File: src/sv/sbrr_pkg.sv
// ----------------------------------------------------------------------------
// Servo bus response receiver package
// Shared constants, codes and the result record of the servo bus receiver.
// ----------------------------------------------------------------------------
package sbrr_pkg;

    // Input item commands.
    localparam logic [1:0] CMD_BYTE  = 2'd0;
    localparam logic [1:0] CMD_TICK  = 2'd1;
    localparam logic [1:0] CMD_READ  = 2'd2;
    localparam logic [1:0] CMD_WRITE = 2'd3;

    // Register indexes on the configuration port.
    localparam logic [1:0] REG_TIMEOUT        = 2'd0;
    localparam logic [1:0] REG_WRITE_INTERVAL = 2'd1;
    localparam logic [1:0] REG_MAX_ID         = 2'd2;

    // Read outcome codes.
    localparam logic [1:0] ERR_OK       = 2'd0;
    localparam logic [1:0] ERR_TIMEOUT  = 2'd1;
    localparam logic [1:0] ERR_CHECKSUM = 2'd2;
    localparam logic [1:0] ERR_FRAME    = 2'd3;

    // Bus modes, as shown on the bus_phase output.
    localparam logic [1:0] MODE_IDLE  = 2'd0;
    localparam logic [1:0] MODE_READ  = 2'd1;
    localparam logic [1:0] MODE_WRITE = 2'd2;

    // Protocol bytes.
    localparam logic [7:0] HDR_BYTE  = 8'hFF;
    localparam logic [7:0] ACK_LEN   = 8'h02;
    localparam logic [7:0] STATUS_OK = 8'h00;

    // Tick counters saturate at this value.
    localparam logic [16:0] CNT_MAX = 17'h1FFFF;

    // Register reset values.
    localparam logic [15:0] TIMEOUT_RESET        = 16'd2000;
    localparam logic [15:0] WRITE_INTERVAL_RESET = 16'd1000;
    localparam logic [7:0]  MAX_ID_RESET         = 8'd6;
    localparam logic [7:0]  REQUEST_ID_RESET     = 8'd1;

    // One result transaction.
    typedef struct packed {
        logic        accepted;
        logic        report_valid;
        logic [1:0]  outcome;
        logic [15:0] position;
        logic [1:0]  bus_phase;
    } result_t;

    function automatic logic [16:0] sat_inc(input logic [16:0] v);
        sat_inc = (v == CNT_MAX) ? CNT_MAX : v + 17'd1;
    endfunction

endpackage

File: src/sv/servo_bus_response_receiver.sv
// ----------------------------------------------------------------------------
// Servo bus response receiver
// Tracks half-duplex servo bus read and write transactions and deframes the
// FF FF id len body status replies into read outcomes.
// ----------------------------------------------------------------------------
// Each input transaction is a received bus byte, a one microsecond tick, a
// read request or a write request, selected by s_cmd; every input
// transaction produces exactly one result transaction, in order. The block
// takes one input transaction per clock while not stalled: all its work is
// done in combinational logic from the tracker and deframer state to the
// next state and to a two-entry result buffer (an output register with a
// skid register behind it). The input side therefore keeps accepting while a
// result waits on m_ready, and stalls only once both result entries are
// full. Read requests are refused while a read is pending or the bus is
// in write mode; write requests are refused while the bus is in read mode or when
// fewer than write_interval_ticks ticks have passed since the last accepted
// write. Ids outside 1..max_id are refused. A reply frame of six bytes with
// length byte 2 acknowledges the write; any other completed frame reports a
// read outcome (position or error), even if no read was pending. Ticks age
// open transactions; once elapsed ticks exceed timeout_ticks the transaction
// is dropped; a dropped read is reported as a timeout. Configuration registers
// are written through cfg_we/cfg_index/cfg_data by the user, only while the
// block is idle (not enforced); indexes beyond the register list are ignored.
// ----------------------------------------------------------------------------
module servo_bus_response_receiver
    import sbrr_pkg::*;
(
    input  logic        aclk,
    input  logic        aresetn,

    // Configuration write port
    input  logic        cfg_we,
    input  logic [1:0]  cfg_index,
    input  logic [15:0] cfg_data,

    // Input channel
    input  logic        s_valid,
    output logic        s_ready,
    input  logic [1:0]  s_cmd,
    input  logic [7:0]  s_rx_byte,
    input  logic [7:0]  s_target_id,

    // Result channel
    output logic        m_valid,
    input  logic        m_ready,
    output logic        m_accepted,
    output logic        m_report_valid,
    output logic [1:0]  m_outcome,
    output logic [15:0] m_position,
    output logic [1:0]  m_bus_phase
);

    // Deframer phases. Codes beyond the last member behave as the first.
    typedef enum logic [2:0] {
        PH_H1   = 3'd0,
        PH_H2   = 3'd1,
        PH_ID   = 3'd2,
        PH_LEN  = 3'd3,
        PH_BODY = 3'd4
    } rx_phase_t;

    // Configuration registers.
    logic [15:0] timeout_reg;
    logic [15:0] write_interval_reg;
    logic [7:0]  max_id_reg;

    // Deframer state.
    rx_phase_t   rx_phase_reg, rx_phase_next;
    logic [7:0]  frame_id_reg, frame_id_next;
    logic [7:0]  declared_len_reg, declared_len_next;
    logic [8:0]  frame_count_reg, frame_count_next;
    logic [7:0]  running_sum_reg, running_sum_next;
    logic [7:0]  status_byte_reg, status_byte_next;
    logic [7:0]  pos_low_reg, pos_low_next;
    logic [7:0]  pos_high_reg, pos_high_next;

    // Transaction tracker state.
    logic [7:0]  request_id_reg, request_id_next;
    logic        read_pending_reg, read_pending_next;
    logic        write_pending_reg, write_pending_next;
    logic [1:0]  bus_mode_reg, bus_mode_next;
    logic [16:0] read_elapsed_reg, read_elapsed_next;
    logic [16:0] write_elapsed_reg, write_elapsed_next;
    logic [16:0] since_write_reg, since_write_next;

    // Result buffer: output register and skid register.
    logic        out_valid_reg;
    result_t     out_data_reg;
    logic        skid_valid_reg;
    result_t     skid_data_reg;

    logic        in_fire;
    logic        out_fire;
    result_t     res;

    // Helpers of the byte path.
    logic        id_ok;
    logic [8:0]  count_inc;
    logic [8:0]  frame_end;

    // A new transaction can always be taken while the skid entry is free.
    assign s_ready  = !skid_valid_reg;
    assign in_fire  = s_valid && s_ready;
    assign out_fire = out_valid_reg && m_ready;

    assign id_ok     = (s_target_id != 8'd0) && (s_target_id <= max_id_reg);
    assign count_inc = frame_count_reg + 9'd1;
    assign frame_end = {1'b0, declared_len_reg} + 9'd4;

    // Next state and result of one input transaction.
    always_comb begin
        rx_phase_next      = rx_phase_reg;
        frame_id_next      = frame_id_reg;
        declared_len_next  = declared_len_reg;
        frame_count_next   = frame_count_reg;
        running_sum_next   = running_sum_reg;
        status_byte_next   = status_byte_reg;
        pos_low_next       = pos_low_reg;
        pos_high_next      = pos_high_reg;
        request_id_next    = request_id_reg;
        read_pending_next  = read_pending_reg;
        write_pending_next = write_pending_reg;
        bus_mode_next      = bus_mode_reg;
        read_elapsed_next  = read_elapsed_reg;
        write_elapsed_next = write_elapsed_reg;
        since_write_next   = since_write_reg;

        res              = '0;
        res.accepted     = 1'b1;

        unique case (s_cmd)
            CMD_BYTE: begin
                unique case (rx_phase_reg)
                    PH_H2: begin
                        rx_phase_next = (s_rx_byte == HDR_BYTE) ? PH_ID : PH_H1;
                    end
                    PH_ID: begin
                        frame_id_next    = s_rx_byte;
                        running_sum_next = s_rx_byte;
                        rx_phase_next    = PH_LEN;
                    end
                    PH_LEN: begin
                        declared_len_next = s_rx_byte;
                        running_sum_next  = running_sum_reg + s_rx_byte;
                        frame_count_next  = 9'd4;
                        rx_phase_next     = PH_BODY;
                    end
                    PH_BODY: begin
                        frame_count_next = count_inc;
                        if (count_inc == 9'd5) begin
                            status_byte_next = s_rx_byte;
                        end else if (count_inc == 9'd6) begin
                            pos_low_next = s_rx_byte;
                        end else if (count_inc == 9'd7) begin
                            pos_high_next = s_rx_byte;
                        end
                        if (count_inc >= frame_end) begin
                            // Last byte is the checksum: the frame is complete.
                            rx_phase_next = PH_H1;
                            if (count_inc == 9'd6 && declared_len_reg == ACK_LEN) begin
                                // Write acknowledge.
                                write_pending_next = 1'b0;
                                bus_mode_next      = MODE_IDLE;
                            end else begin
                                res.report_valid  = 1'b1;
                                read_pending_next = 1'b0;
                                bus_mode_next     = MODE_IDLE;
                                if (count_inc < 9'd6) begin
                                    res.outcome = ERR_FRAME;
                                end else if (frame_id_reg != request_id_reg) begin
                                    res.outcome = ERR_FRAME;
                                end else if (s_rx_byte != ~running_sum_reg) begin
                                    res.outcome = ERR_CHECKSUM;
                                end else if (status_byte_next != STATUS_OK) begin
                                    res.outcome = ERR_FRAME;
                                end else if (count_inc < 9'd8) begin
                                    res.outcome = ERR_FRAME;
                                end else begin
                                    res.outcome  = ERR_OK;
                                    res.position = {pos_high_next, pos_low_next};
                                end
                            end
                        end else begin
                            running_sum_next = running_sum_reg + s_rx_byte;
                        end
                    end
                    default: begin
                        rx_phase_next = (s_rx_byte == HDR_BYTE) ? PH_H2 : PH_H1;
                    end
                endcase
            end
            CMD_TICK: begin
                since_write_next = sat_inc(since_write_reg);
                if (read_pending_reg) begin
                    read_elapsed_next = sat_inc(read_elapsed_reg);
                end
                if (write_pending_reg) begin
                    write_elapsed_next = sat_inc(write_elapsed_reg);
                end
                // The read timeout is the one reported when both expire together.
                if (read_pending_reg && read_elapsed_next > {1'b0, timeout_reg}) begin
                    res.report_valid  = 1'b1;
                    res.outcome       = ERR_TIMEOUT;
                    read_pending_next = 1'b0;
                    bus_mode_next     = MODE_IDLE;
                    rx_phase_next     = PH_H1;
                end
                if (write_pending_reg && write_elapsed_next > {1'b0, timeout_reg}) begin
                    write_pending_next = 1'b0;
                    bus_mode_next      = MODE_IDLE;
                    rx_phase_next      = PH_H1;
                end
            end
            CMD_READ: begin
                if (id_ok && !read_pending_reg && bus_mode_reg != MODE_WRITE) begin
                    request_id_next   = s_target_id;
                    read_pending_next = 1'b1;
                    read_elapsed_next = '0;
                    bus_mode_next     = MODE_READ;
                end else begin
                    res.accepted = 1'b0;
                end
            end
            CMD_WRITE: begin
                if (id_ok && since_write_reg >= {1'b0, write_interval_reg}
                        && bus_mode_reg != MODE_READ) begin
                    since_write_next   = '0;
                    write_elapsed_next = '0;
                    write_pending_next = 1'b1;
                    bus_mode_next      = MODE_WRITE;
                    rx_phase_next      = PH_H1;
                    frame_count_next   = '0;
                end else begin
                    res.accepted = 1'b0;
                end
            end
            default: begin
                res.accepted = 1'b1;
            end
        endcase

        res.bus_phase = bus_mode_next;
    end

    // Configuration registers.
    always_ff @(posedge aclk) begin
        if (!aresetn) begin
            timeout_reg        <= TIMEOUT_RESET;
            write_interval_reg <= WRITE_INTERVAL_RESET;
            max_id_reg         <= MAX_ID_RESET;
        end else if (cfg_we) begin
            unique case (cfg_index)
                REG_TIMEOUT:        timeout_reg        <= cfg_data;
                REG_WRITE_INTERVAL: write_interval_reg <= cfg_data;
                REG_MAX_ID:         max_id_reg         <= cfg_data[7:0];
                default: begin
                    // Writes beyond the register list have no effect.
                end
            endcase
        end
    end

    // Tracker and deframer state, updated once per accepted transaction.
    always_ff @(posedge aclk) begin
        if (!aresetn) begin
            rx_phase_reg      <= PH_H1;
            frame_id_reg      <= '0;
            declared_len_reg  <= '0;
            frame_count_reg   <= '0;
            running_sum_reg   <= '0;
            status_byte_reg   <= '0;
            pos_low_reg       <= '0;
            pos_high_reg      <= '0;
            request_id_reg    <= REQUEST_ID_RESET;
            read_pending_reg  <= 1'b0;
            write_pending_reg <= 1'b0;
            bus_mode_reg      <= MODE_IDLE;
            read_elapsed_reg  <= '0;
            write_elapsed_reg <= '0;
            since_write_reg   <= CNT_MAX;
        end else if (in_fire) begin
            rx_phase_reg      <= rx_phase_next;
            frame_id_reg      <= frame_id_next;
            declared_len_reg  <= declared_len_next;
            frame_count_reg   <= frame_count_next;
            running_sum_reg   <= running_sum_next;
            status_byte_reg   <= status_byte_next;
            pos_low_reg       <= pos_low_next;
            pos_high_reg      <= pos_high_next;
            request_id_reg    <= request_id_next;
            read_pending_reg  <= read_pending_next;
            write_pending_reg <= write_pending_next;
            bus_mode_reg      <= bus_mode_next;
            read_elapsed_reg  <= read_elapsed_next;
            write_elapsed_reg <= write_elapsed_next;
            since_write_reg   <= since_write_next;
        end
    end

    // Result buffer. A new result goes to the output register when it is
    // empty or being drained, else it waits in the skid register.
    always_ff @(posedge aclk) begin
        if (!aresetn) begin
            out_valid_reg  <= 1'b0;
            skid_valid_reg <= 1'b0;
        end else begin
            if (out_fire) begin
                if (skid_valid_reg) begin
                    out_data_reg   <= skid_data_reg;
                    skid_valid_reg <= 1'b0;
                end else if (in_fire) begin
                    out_data_reg <= res;
                end else begin
                    out_valid_reg <= 1'b0;
                end
            end else if (in_fire) begin
                if (!out_valid_reg) begin
                    out_valid_reg <= 1'b1;
                    out_data_reg  <= res;
                end else begin
                    skid_valid_reg <= 1'b1;
                    skid_data_reg  <= res;
                end
            end
        end
    end

    assign m_valid        = out_valid_reg;
    assign m_accepted     = out_data_reg.accepted;
    assign m_report_valid = out_data_reg.report_valid;
    assign m_outcome      = out_data_reg.outcome;
    assign m_position     = out_data_reg.position;
    assign m_bus_phase    = out_data_reg.bus_phase;

endmodule

File: config.mk
export PLATFORM = sky130hd
export DESIGN_NAME = servo_bus_response_receiver
export DESIGN_NICKNAME = d
export VERILOG_FILES = /design/src/sv/sbrr_pkg.sv /design/src/sv/servo_bus_response_receiver.sv
export SDC_FILE = /design/constraint.sdc
export NUM_CORES = 1
export LEC_CHECK = 0
export BUFFER_PORTS_ARGS = -buffer_cell sky130_fd_sc_hd__buf_2
export CAP_MARGIN = 20
export CORE_UTILIZATION = 55
export CTS_CLUSTER_SIZE = 40
export DETAILED_ROUTE_END_ITERATION = 6
export GPL_ROUTABILITY_DRIVEN = 1
export HOLD_SLACK_MARGIN = 0.12
export PLACE_DENSITY = 0.76
export SLEW_MARGIN = 20
export SYNTH_ARGS = -nofsm -noshare
export SYNTH_HDL_FRONTEND = slang
export SYNTH_SLANG_ARGS = --single-unit
File: constraint.sdc
create_clock -name aclk -period 4.4 [get_ports aclk]
set_input_delay 0.44 -clock aclk [delete_from_list [all_inputs] [get_ports aclk]]
set_output_delay 0.44 -clock aclk [all_outputs]
set_load 0.1 [all_outputs]
======== Word level (Yosys, flattened, before mapping) ========
Index checks and enable logic that the tools add are counted.
operators by class
  $add $sub $neg .......................... 6
  eq/ne operators ......................... 36
  reduce and logical (&&, ||, !) cells .... 43
  magnitude comparators ................... 7
  bitwise gates (word level) .............. 3
  multiplexer cells ....................... 80
operators with widths
  operator                                                         count
  17-bit two-way mux                                               9
  22-bit two-way mux                                               5
  17-bit one-hot mux with 2 select lines                           3
  16-bit two-way mux                                               6
  8-bit two-way mux                                                9
  19-bit two-way mux                                               3
  17-bit by 1-bit adder with 17-bit output, second input constant  3
  17-bit == test, second input constant                            3
  9-bit one-hot mux with 2 select lines                            2
  17-bit by 16-bit greater-than comparator with 1-bit output       2
  9-bit by 3-bit == test with 1-bit output, second input constant  3
  2-bit two-way mux                                                12
  8-bit one-hot mux with 3 select lines                            1
  2-bit != test, second input constant                             11
  3-bit AND reduction                                              7
  17-bit by 16-bit >= comparator with 1-bit output                 1
  1-bit two-way mux                                                17
  8-bit != test                                                    2
  4-bit AND reduction                                              4
  8-bit nonzero test                                               2
  3-bit two-way mux                                                5
  7-bit AND reduction                                              2
  3-bit one-hot mux with 4 select lines                            1
  1-bit logical AND                                                10
  32 further kinds                                                 52
word-level totals
  word-level logic and storage cells ...... 205
  output and inout port bits .............. 24
  bits in registers ....................... 209
  bits of input ports ..................... 41

======== Longest topological paths before layout ========
Gate-level depths: netlist of run 1.
  word-level depth ........................ 17
  depth in mapped cells ................... 16
  gate-level depth less buffers ........... 16

======== Worst setup path before layout of run 1 ========
OpenSTA, ideal clock, no wires.
  path type ............................... register to register
  start ................................... register out_valid_reg (netlist: m_valid)
  end ..................................... register out_data_reg, in the netlist m_accepted (enable)
  path slack .............................. 0.125 ns
  period minus slack after synthesis ...... 4.275 ns
  path buffers ............................ 0
  data required time ...................... 3.935 ns
  arrival ................................. 3.810 ns
  setup time .............................. 0.465 ns
  stages on the path, launching flop included .. 4
  path through ............................ dfxtp_1 > nand2_1 > ha_1 > nor4b_1
on the way
  word-level cells in the longest chain between the ends .. 3
  elaborated cells on any way between the ends .. 4
  classes of those cells .................. eq/ne (1); reduce/logical (3)
ends and longest elaborated chain
  element                                                                                          line                                RTL
  start, declared                                                                                  servo_bus_response_receiver.sv:87   logic out_valid_reg;
  start signal, assigned                                                                           servo_bus_response_receiver.sv:304  out_valid_reg <= 1'b0;
  start signal, assigned                                                                           servo_bus_response_receiver.sv:314  out_valid_reg <= 1'b0;
  start signal, assigned                                                                           servo_bus_response_receiver.sv:318  out_valid_reg <= 1'b1;
  1-bit logical AND                                                                                servo_bus_response_receiver.sv:104  assign out_fire = out_valid_reg && m_ready;
  2-bit by 1-bit != test with 1-bit output (no source line) or 2-bit nonzero test (tied branches)  n/a
  4-bit AND reduction (no source line) (*)                                                         n/a
  end signal, assigned                                                                             servo_bus_response_receiver.sv:309  out_data_reg <= skid_data_reg;
  end signal, assigned                                                                             servo_bus_response_receiver.sv:312  out_data_reg <= res;
  end signal, assigned                                                                             servo_bus_response_receiver.sv:319  out_data_reg <= res;
  end, declared                                                                                    servo_bus_response_receiver.sv:88   result_t out_data_reg;
Mark *: on every way between the ends. The rest lies on a longest branch, timed or not.
A chain may end at the register's enable or synchronous reset.

======== Worst setup path in the final report of run 1 ========
  start ................................... register write_elapsed_reg[6]
  end ..................................... register out_data_reg, in the netlist m_bus_phase[1], data pin
on the way
  word-level cells in the longest chain between the ends .. 11
  elaborated cells on any way between the ends .. 14
  classes of those cells .................. add/sub (1); order compare (1); eq/ne (1); mux (10); reduce/logical (1)
ends and longest elaborated chain
  element                                                                     line                                                                    RTL
  start, declared                                                             servo_bus_response_receiver.sv:83                                       logic [16:0] write_elapsed_reg, write_elapsed_next;
  start signal, assigned                                                      servo_bus_response_receiver.sv:295                                      write_elapsed_reg <= write_elapsed_next;
  17-bit by 1-bit adder with 17-bit output or 17-bit == test (tied branches)  sbrr_pkg.sv:53                                                          sat_inc = (v == CNT_MAX) ? CNT_MAX : v + 17'd1;
  17-bit two-way mux                                                          sbrr_pkg.sv:53
  17-bit two-way mux (*)                                                      servo_bus_response_receiver.sv:197                                      if (write_pending_reg) begin
  17-bit two-way mux (*)                                                      servo_bus_response_receiver.sv:131                                      unique case (s_cmd)
  17-bit by 16-bit greater-than comparator with 1-bit output (*)              servo_bus_response_receiver.sv:208                                      if (write_pending_reg && write_elapsed_next > {1'b0, timeout_reg}) begin
  1-bit logical AND (*)                                                       servo_bus_response_receiver.sv:208
  2-bit two-way mux (*)                                                       servo_bus_response_receiver.sv:208
  2-bit one-hot mux with 4 select lines (*)                                   servo_bus_response_receiver.sv:131
  net bus_mode_next[1]                                                        servo_bus_response_receiver.sv:81                                       logic [1:0] bus_mode_reg, bus_mode_next;
  22-bit two-way mux, on equally long branches                                servo_bus_response_receiver.sv:317, servo_bus_response_receiver.sv:311
  22-bit two-way mux, on equally long branches                                servo_bus_response_receiver.sv:316, servo_bus_response_receiver.sv:308
  22-bit two-way mux (*)                                                      servo_bus_response_receiver.sv:307                                      if (out_fire) begin
Mark *: on every way through the listed nets, which the timed path passes. The rest lies on a longest branch. The select of a mux whose other input is x is not followed.

==> impl_results.md, run 1 <==
* Layout cells sized above 1 at between 10% and 20%
* Hold Crit Class: input pin to register
* Routed WL at approximately 30 mm
* Seq cells post-synth at 209
* Async SR Flop Fraction at 0%
* Site row count at 53
* Mapped Nets at between 1500 and 2000
* Die span in x at 149.9 um
* Area leader, netlist: dfxtp_1
* CTS H-tree lvls at 1
* Total CTS buffers at 24
* Hold violation count in the final report at 0
* CP endpoint kind: register
* MaxCap Viol Count at 0
* Synth top area cells: dfxtp_1 (27%), edfxtp_1 (11%), ha_1 (8.9%)
* Initial Util at 56.66%
* CTS tree: yes
* Die Area at 0.02246 sq mm
* Drt first pass iters at 5
* Core box area at ~0.021 sq mm
* CTS sink cnt at ~210
* Top FF cell, synth: dfxtp_1
* Tot GR Track Use at a little over a quarter
* Sequential fraction of the synthesis area at between 30% and 40%
* Worst vdd ir at 0.3049 mV
* Worst slew margin at 31.25%
* Mapped Avg Cell Area at 8.626 sq um
* PnR worst setup slack at between 0.2 and 0.3 ns
* Clock Latency Late Sink at 0.52 ns
* Initial antenna violation count at 0
* YS warnings at 0
* Synthesis-to-finish area growth at 11.42%
* Cell Chain, Critical Path: and4_1, nand2_1, nor4_2, nand2_2, buf_4, o21ai_0, ha_1, nand2_1, nor4_2, a21bo_2, a31oi_1, o31ai_2, a2111oi_2, nor3_1, mux2_2
* Crit path arrival time at 4.41 ns
* Routability cong. at 0.9070
* Max FFs per register at 22
* Power per cell area at 338.1 mW/mm^2
* Die Y-Extent at roughly 150 um
* Yosys cell types at around 70
* Actual slew at the worst max-slew pin at slightly above 1 ns
* Post-DR wirelength/cell at roughly 17 um
* Worst-path clk slew at 0.06 ns
* Leakage at 5.466 nW
* Largest net degree at the start of global routing at 81
* EDFF count, synth at 44
* Final Util at between 60 and 70%
* Slowest CP cell: a2111oi_2
* Area occupied by registers at 0.004626 sq mm
* Nets@finish at roughly 1600
* Residual DRC at 0
* DR vias at between 10000 and 15000
* CP peak stage delay at 0.49 ns
* Worst setup SP type: register
* Fmax at 241.2 MHz
* Hold-fix buffers, CTS at 0
* Grt total ovfl at 0
* Max Root-Sink Buffers at 3
* First-pass GRT wire length at about 47 mm
* Mapped Cells at 1394
* Final setup fails at 0
* Routed Antenna Nets at 0
* Initial DRC count at 643
* I/O pin count at 65
* Worst path required time at ~4.7 ns
* Detailed-route vias per instance at 5.945
* Clock Root Buffer: clkbuf_16
* CP Class: register to register
* Number of global-route vias before repair at 9491
* Number of I/O port buffers at 64
* Hold path depth at 2
* Outcome: finished clean
* Cells on worst reg2reg path at 15
* # diodes at 0
* Pins over their slew limit at 0
* Pre-CTS WS at ~0.052 ns
* Fin crit share at 94.21%
* Min Tclk post-route at just over 4 ns
* Setup Skew at 0.008491 ns
* Multi-input logic area at 0.006915 sq mm
* DP HPWL at around 21 mm
* Yosys top cell area share at 27.47%
* CP max FO at 10
* Filler cells at 1845
* Syn Std Cell Area at roughly 0.012 sq mm
path summary, 6_finish.rpt:
check	start	endpoint	slack, ns
max	write_elapsed_reg[6]	m_bus_phase[1]	0.25
min	m_ready	m_valid	0.17
max reg2reg	write_elapsed_reg[6]	m_bus_phase[1]	0.25
min reg2reg	pos_high_reg[0]	pos_high_reg[0]	0.46
cells by family after synthesis:
logic type / share of synthesized area [%]
simple gates: 23.10
compound gates: 15.95
flops: 38.46
buf+inv: 4.579
fa+ha+maj: 9.115
mux: 5.806
xor+xnor: 2.986
worst max-delay path: cells and delay by family, from the launching register on:
kind	cells	cell delay, ns
AO/OA/AOI/OAI	5	1.22
adder cells (fa/ha/maj)	1	0.17
buffers and inverters	1	0.21
flip-flops	1	0.46
multiplexers	1	0.28
AND/OR/NAND/NOR	7	1.56
layout make-up:
type	instances	share of cell area, %
clock buffer	38	5.566
clock inverter	6	0.4483
inverter	64	1.793
multi-input combinational	1043	51.62
sequential	209	34.53
tap	275	2.568
timing repair buffer	83	3.474
synthesized netlist by cell type, types with 36 or more instances:
master and n:
o21ai_0 70, dfxtp_1 165, nand4_1 36, nand2_1 193, edfxtp_1 44, clkbuf_1 66
nor2_1 88, mux2i_1 63, ha_1 86, inv_1 64, nor2b_1 57, a21boi_0 37
a21oi_1 54, nand3_1 66
placed cells by master, fill, tap and decap left out, drive strengths merged, types with 8 or more instances in the layout:
cell type / n
a211oi: 8
a21boi: 38
a21oi: 54
a31oi: 14
a32o: 11
and2: 8
and3: 20
and4: 10
buf: 83
clkbuf: 38
dfxtp: 165
edfxtp: 44
ha: 86
inv: 65
mux2i: 63
nand2: 193
nand2b: 12
nand3: 66
nand3b: 8
nand4: 37
nor2: 88
nor2b: 57
nor3: 17
nor4: 14
o211ai: 17
o21a: 9
o21ai: 70
o31ai: 20
xnor2: 23
xor2: 18
per-stage QoR:
| stage | setup TNS, ns | area, sq um | hold slack (ns) | std cells | power, mW |
|---|---|---|---|---|---|
| 2_1_floorplan | 0 | 12020 | 0.4403 | 1394 | 2.421 |
| 4_1_cts | 0 | 13370 | 0.1608 | 1718 | 4.554 |
| 5_1_grt | -0.08101 | 13400 | 0.1752 | 1718 | 4.694 |
| 3_5_place_dp | 0 | 12560 | 0.4586 | 1674 | 2.561 |
| 3_3_place_gp | 0 | 12560 | 0.4482 | 1674 | 2.547 |
| 6_report | 0 | 13400 | 0.1715 | 1718 | 4.529 |
repair_timing:
action	CTS	global route
buffers inserted	0	0
setup endpoints to repair	0	6
hold endpoints to repair	0	0
gates resized for setup	0	8
report_power, final:
part	internal, mW	total, mW	leakage [nW]	switching (mW)
sequential	1.99	2.03	1.77	0.0308
combinational	0.155	0.502	3.30	0.347
clock	1.22	2.00	0.399	0.781
layer usage:
metal	routed length [um]	global-route usage [%]
met1	13330	33.66
met2	14090	44.86
met3	985	3.018
met4	945	8.889
met5	0	0
Note: power is estimated with default switching activity, not from simulation.
==> run 2, diff against run 1 <==
- ABC_AREA: unset -> 1
- RECOVER_POWER: unset -> 50
==> impl_results.md, run 2 <==
* Die Area at 0.02296 sq mm (+2.2%)
* Slowest CP cell: nor3_1
* DP HPWL at 22.82 mm (+8.9%)
* RSZ-0062 raised after global routing: no
* Most common cell after layout, fill and taps aside: nand2_1
* Max Used Layer: met4
* Number of I/O port buffers at 64 (unchanged)
* First-pass GRT wire length at 50.34 mm (+6.5%)
* Post-DR wirelength/cell at 15.52 um (-9.1%)
* Residual DRC at 0 (unchanged)
* Met2 WL at 15.03 mm (+6.7%)
* Max Root-Sink Buffers at 3 (unchanged)
* Fmax at 256.5 MHz (+6.3%)
* Site row count at 54 (+1.9%)
* Worst setup SP type: register
* Pins over their slew limit at 164 (+164)
* Die span in x at 151.5 um (+1.1%)
* Count leader, synth: nand2_1
* Cells on worst reg2reg path at 11 (-4)
* Sequential fraction of the synthesis area at 37.60% (-0.86 points)
* Actual slew at the worst max-slew pin at 3.374 ns (+2.345 ns)
* Seq cells post-synth at 209 (unchanged)
* CTS sink cnt at 209 (unchanged)
* CTS H-tree lvls at 1 (unchanged)
* Crit path arrival time at 4.24 ns (-0.17 ns)
* Synthesis-to-finish area growth at 10.19%
* Commonest non-fill, non-tap cells in the layout: nand2_1 (325), inv_1 (217), dfxtp_1 (165), a21oi_1 (160), nor2_1 (153)
* Power per cell area at 347.9 mW/mm^2 (+2.9%)
* Clock Root Buffer: clkbuf_16
* Area leader, netlist: dfxtp_1
* Hold path depth at 3 (+1)
* Worst path bufs/invs at 0 (-1)
* Multi-input logic area at 0.006564 sq mm (-5.1%)
* Max FFs per register at 22 (unchanged)
* Hold Path Sink: write_interval_reg[9]
* I/O pin count at 65 (unchanged)
* YS warnings at 0 (unchanged)
* Hold Path Origin: cfg_data[9]
* Core box area at 0.02189 sq mm (+3.2%)
* Detailed-route vias per instance at 5.590 (-6.0%)
* Syn Std Cell Area at 0.01230 sq mm (+2.3%)
* Mapped Cells at 1669 (+20%)
* DRT met1 WL at 13.29 mm (-0.28%)
* Filler cells at 1982 (+7.4%)
* Worst-path clk slew at 0.06 ns (about the same)
* Total CTS buffers at 24 (unchanged)
* Final setup fails at 0 (unchanged)
* Fin crit share at 88.60% (-5.6 points)
* Gates resized, CTS repair at 0 (unchanged)
* Ranking of synthesized cells by instance count: nand2_1 (325), inv_1 (217), dfxtp_1 (165), a21oi_1 (160), nor2_1 (154)
* Reg2Reg Setup Slack at 0.50 ns (+0.25 ns)
* DR vias at 11241 (+10%)
* Initial Util at 56.18% (-0.48 points)
* Hold violation count in the final report at 0 (unchanged)
* Min Tclk post-route at 3.898 ns (-0.2469 ns)
* Violated checks: max-capacitance violations, max-slew violations
* Yosys cell types at 55 (-20%)
* Worst path required time at 4.74 ns (+0.08 ns)
* Largest net degree at the start of global routing at 79 (-2.5%)
* Initial DRC count at 1018 (+58%)
* Drt first pass iters at 7 (+2)
* Met3 WL at 2.055 mm (+110%)
* Post-CTS setup buffer count at 0 (unchanged)
* EDFF count, synth at 44 (unchanged)
* CP peak stage delay at 0.95 ns (+0.46 ns)
* Area occupied by registers at 0.004624 sq mm (about the same)
* Mapped Avg Cell Area at 7.369 sq um (-15%)
* Cell area after layout at 0.01355 sq mm (+1.2%)
* Outcome: finished, violations left
* Hold Crit Class: input pin to register
* Async SR Flop Fraction at 0% (unchanged)
* Worst reg2reg startpoint: frame_count_reg[0]
* Synth top area cells: dfxtp_1 (27%), edfxtp_1 (11%), nand2_1 (9.9%)
* MaxCap Viol Count at 3 (+3)
* CP Class: register to register
* Clock Latency Late Sink at 0.52 ns (about the same)
* Hold slack at 0.1743 ns (+0.002753 ns)
* Routed WL at 31.21 mm (+6.3%)
* CP max FO at 16 (+6)
* Layout cells sized above 1 at 8.434% (-2.9 points)
* CP top delay family: simple AND/OR/NAND/NOR gates
* Worst slew margin at -124.9% (-160 points)
* Worst vdd ir at 0.3106 mV (+1.9%)
* Routability cong. at 0.8844 (-2.5%)
* Final std cells w/o fill at 2011 (+17%)
* Yosys top cell area share at 26.86% (-0.61 points)
* Placed cells at 1967 (+18%)
* Mapped Nets at 1797 (+18%)
* Initial antenna violation count at 0 (unchanged)
* CP endpoint kind: register
* Routed Antenna Nets at 0 (unchanged)
* CTS tree: yes
* Die Y-Extent at 151.5 um (+1.1%)
* # diodes at 0 (unchanged)
* Top FF cell, synth: dfxtp_1
* Reg2reg end: m_position[1]
* Setup tns final at 0 ns (unchanged)
* Number of global-route vias before repair at 10408 (+9.7%)
* Setup Skew at 0.01225 ns (+0.003754 ns)
* Hold-fix buffers, CTS at 0 (unchanged)
* Nets@finish at 1841 (+19%)
* Grt total ovfl at 0 (unchanged)
* Cell Chain, Critical Path: ha_1, nand2_2, nor3_2, xor2_1, nor3_1, nand2_4, o21ai_0, nand3_2, nor2_8, nand4_1, a21oi_1
* Dpl cell area at 0.01282 sq mm (+2.1%)
* Leakage at 6.031 nW (+10%)
* Tot GR Track Use at 27.46% (+1.4 points)
## run 2: layout make-up
cell class / count / area share, %
Multi-Input combinational cell: 1178 / 48.44
Sequential cell: 209 / 34.12
Inverter: 223 / 6.177
Clock buffer: 36 / 5.217
Timing Repair Buffer: 77 / 2.770
Tap cell: 280 / 2.585
Clock inverter: 8 / 0.6925
## run 2: logic make-up after synthesis
group                    after synthesis  synth area share [%]
multiplexers                           1               0.08140
buffers and inverters                282                 8.922
XOR/XNOR                              34                 2.421
AO/OA/AOI/OAI                        368                 16.48
adder cells (fa/ha/maj)               87                 8.912
flip-flops                           209                 37.60
AND/OR/NAND/NOR                      688                 25.58
## run 2: per-stage QoR
stage	power [mW]	worst slack [ns]	util, %
global placement	2.709	0.8443	58.53
floorplan	2.551	0.9264	-
detailed placement	2.723	0.8237	58.56
CTS	4.739	0.7759	62.21
finish	4.714	0.5016	61.91
global route	4.880	0.1785	61.91
## run 2: worst max-delay path by stage
stage          cells after the start              end                  from  slack [ns]
6_report                          11    m_position[1]    frame_count_reg[0]        0.50
5_1_grt                           22  rx_phase_reg[2]   read_elapsed_reg[0]        0.18
4_1_cts                           23   m_bus_phase[0]  write_elapsed_reg[0]        0.78
3_5_place_dp                      23   m_bus_phase[0]  write_elapsed_reg[0]        0.82
3_3_place_gp                      23   m_bus_phase[0]  write_elapsed_reg[0]        0.84
2_1_floorplan                      4       m_accepted        skid_valid_reg        0.93
## run 2: power by group
group / total, mW / leakage [nW] / internal (mW) / switching (mW)
registers: 2.07 / 1.72 / 2.02 / 0.0475
logic: 0.616 / 3.91 / 0.173 / 0.443
clock network: 2.03 / 0.397 / 1.23 / 0.802
## run 2: worst register-to-register path, cell delays in order, from the launching register on
cell and delay [ns]:
dfxtp_1 0.45, ha_1 0.24, nand2_2 0.09, nor3_2 0.25
xor2_1 0.15, nor3_1 0.95, nand2_4 0.29, o21ai_0 0.38
nand3_2 0.18, nor2_8 0.33, nand4_1 0.17, a21oi_1 0.24
## run 2: per-layer routing
metal,track usage (%),vias up
met2,48.45,351
met1,34.36,5138
met5,0,-
met4,8.762,0
met3,3.922,63
li1,-,5689
==> run 3, diff against run 2 <==
- clock period: 4.4 -> 3.37 ns (I/O delays scaled with it)
==> impl_results.md, run 3 (synthesized netlist as in run 2, its figures left out) <==
* Outcome: finished clean
* Pre-CTS WS at -0.06566 ns (-0.8893 ns)
* Filler cells at 1853 (-6.5%)
* Die Y-Extent at 151.5 um (unchanged)
* Detailed-route vias per instance at 5.585 (about the same)
* Leakage at 6.406 nW (+6.2%)
* Total CTS buffers at 25 (+4.2%)
* Worst vdd ir at 0.4073 mV (+31%)
* Routed WL at 31.62 mm (+1.3%)
* I/O pin count at 65 (unchanged)
* Min Tclk post-route at 3.226 ns (-0.6719 ns)
* CTS sink cnt at 209 (unchanged)
* Initial Util at 56.18% (unchanged)
* MaxCap Viol Count at 0 (-3)
* Actual slew at the worst max-slew pin at 1.444 ns (-1.930 ns)
* Nets@finish at 1890 (+2.7%)
* Pins over their slew limit at 0 (-100%)
* Crit path arrival time at 3.62 ns (-0.62 ns)
* Core box area at 0.02189 sq mm (unchanged)
* Worst-path clk slew at 0.07 ns (about the same)
* Die span in x at 151.5 um (unchanged)
* Largest net degree at the start of global routing at 78 (-1.3%)
* Worst path required time at 3.76 ns (-0.98 ns)
* Setup tns final at 0 ns (unchanged)
* First-pass GRT wire length at 50.28 mm (-0.11%)
* Routed Antenna Nets at 0 (unchanged)
* Clock Latency Late Sink at 0.52 ns (about the same)
* # diodes at 0 (unchanged)
* CP endpoint kind: register
* Initial DRC count at 801 (-21%)
* Power per cell area at 439.4 mW/mm^2 (+26%)
* CTS H-tree lvls at 1 (unchanged)
* Number of I/O port buffers at 64 (unchanged)
* Drt first pass iters at 5 (-2)
* Tot GR Track Use at 27.29% (-0.18 points)
* CP Class: register to register
* Layout cells sized above 1 at 13.54% (+5.1 points)
* Number of global-route vias before repair at 10609 (+1.9%)
* Worst slew margin at 3.753% (+130 points)
* PnR worst setup slack at 0.1435 ns (-0.3581 ns)
* Hold violation count in the final report at 0 (unchanged)
* Synthesis-to-finish area growth at 16.80%
* Fin crit share at 95.74% (+7.1 points)
* Commonest non-fill, non-tap cells in the layout: nand2_1 (312), inv_1 (218), dfxtp_1 (158), a21oi_1 (157), nor2_1 (145)
* Die Area at 0.02296 sq mm (unchanged)
* Initial antenna violation count at 0 (unchanged)
* Dpl cell area at 0.01303 sq mm (+1.6%)
* Worst setup SP type: register
* Fmax at 309.9 MHz (+21%)
* Max Root-Sink Buffers at 3 (unchanged)
* CTS tree: yes
* Routability cong. at 0.9410 (+6.4%)
* CP max FO at 5 (-11)
* Post-DR wirelength/cell at 15.35 um (-1.1%)
* Site row count at 54 (unchanged)
* DR vias at 11505 (+2.3%)
* Hold slack at 0.1280 ns (-0.04634 ns)
* Setup Skew at 0.01464 ns (+0.002394 ns)
* Most common cell after layout, fill and taps aside: nand2_1
* Max FFs per register at 22 (unchanged)
* Residual DRC at 0 (unchanged)
* Hold Crit Class: input pin to register
* Final setup fails at 0 (unchanged)
* Grt total ovfl at 0 (unchanged)
* Clock Root Buffer: clkbuf_16
* DP HPWL at 22.14 mm (-3.0%)
* Cell area after layout at 0.01436 sq mm (+6.0%)
-- run 3: per-layer routing --
layer | share of wire, % | vias to the layer above | GRT usage, %
met5 | 0 | - | 0
met2 | 48 | 344 | 47.65
met1 | 43 | 5302 | 33.95
li1 | - | 5777 | -
met3 | 4.9 | 82 | 3.323
met4 | 3.8 | 0 | 11.29
-- run 3: timing repair --
action / CTS / global route
hold buffers: 14 / 0
setup endpoints to repair: 10 / 20
pin swaps: 0 / 30
resized for setup: 4 / 77
gates cloned: 1 / 0
hold endpoints to repair: 18 / 0
setup buffers: 1 / 6
-- run 3: cell type report --
cell class	instances	area (sq um)	area share, %
tap	280	350.3	2.439
inverter	223	837.1	5.828
timing repair buffer	124	780.7	5.436
clock buffer	34	719.4	5.009
clock inverter	11	135.1	0.9408
sequential	209	4641	32.31
multi-input combinational	1179	6900	48.04
-- run 3: worst max-delay path, cell delays in order (launching register included) --
cell and delay, ns:
dfxtp_1 0.40, nand2_1 0.16, nor2_1 0.18, nand2_1 0.09
nor2_1 0.16, nand2_1 0.11, nor2_4 0.19, buf_6 0.14
nor2_2 0.04, a21oi_4 0.18, ha_4 0.24, nand2_2 0.05
nor2_1 0.04, a211oi_1 0.21, nor2_1 0.07, nor2_1 0.16
nand3_2 0.12, nand3_2 0.13, nand4_1 0.08, nand2_1 0.10
nand2_2 0.07, nand2_2 0.08, nand2_1 0.05, nand2_1 0.05
-- run 3: where the power goes --
group / total (mW) / internal [mW] / switching (mW)
Combinational: 0.839 / 0.252 / 0.587
Clock: 2.77 / 1.72 / 1.06
Sequential: 2.70 / 2.64 / 0.0587
-- run 3: metrics by stage --
step / power (mW) / cells / utilization, %
floorplan: 3.331 / 1669 / -
detailed placement: 3.559 / 1993 / 59.52
global route: 6.556 / 2060 / 65.62
CTS: 6.341 / 2054 / 64.17
finish: 6.312 / 2060 / 65.62
global placement: 3.540 / 1992 / 59.45
-- run 3: worst paths after layout --
check / endpoint / cells after the start / slack [ns] / start
setup / recovery: m_bus_phase[1] / 23 / 0.14 / read_elapsed_reg[6]
hold / removal: timeout_reg[12] / 3 / 0.13 / cfg_data[12]
hold reg to reg: max_id_reg[3] / 2 / 0.46 / max_id_reg[3]
setup reg to reg: m_bus_phase[1] / 23 / 0.14 / read_elapsed_reg[6]
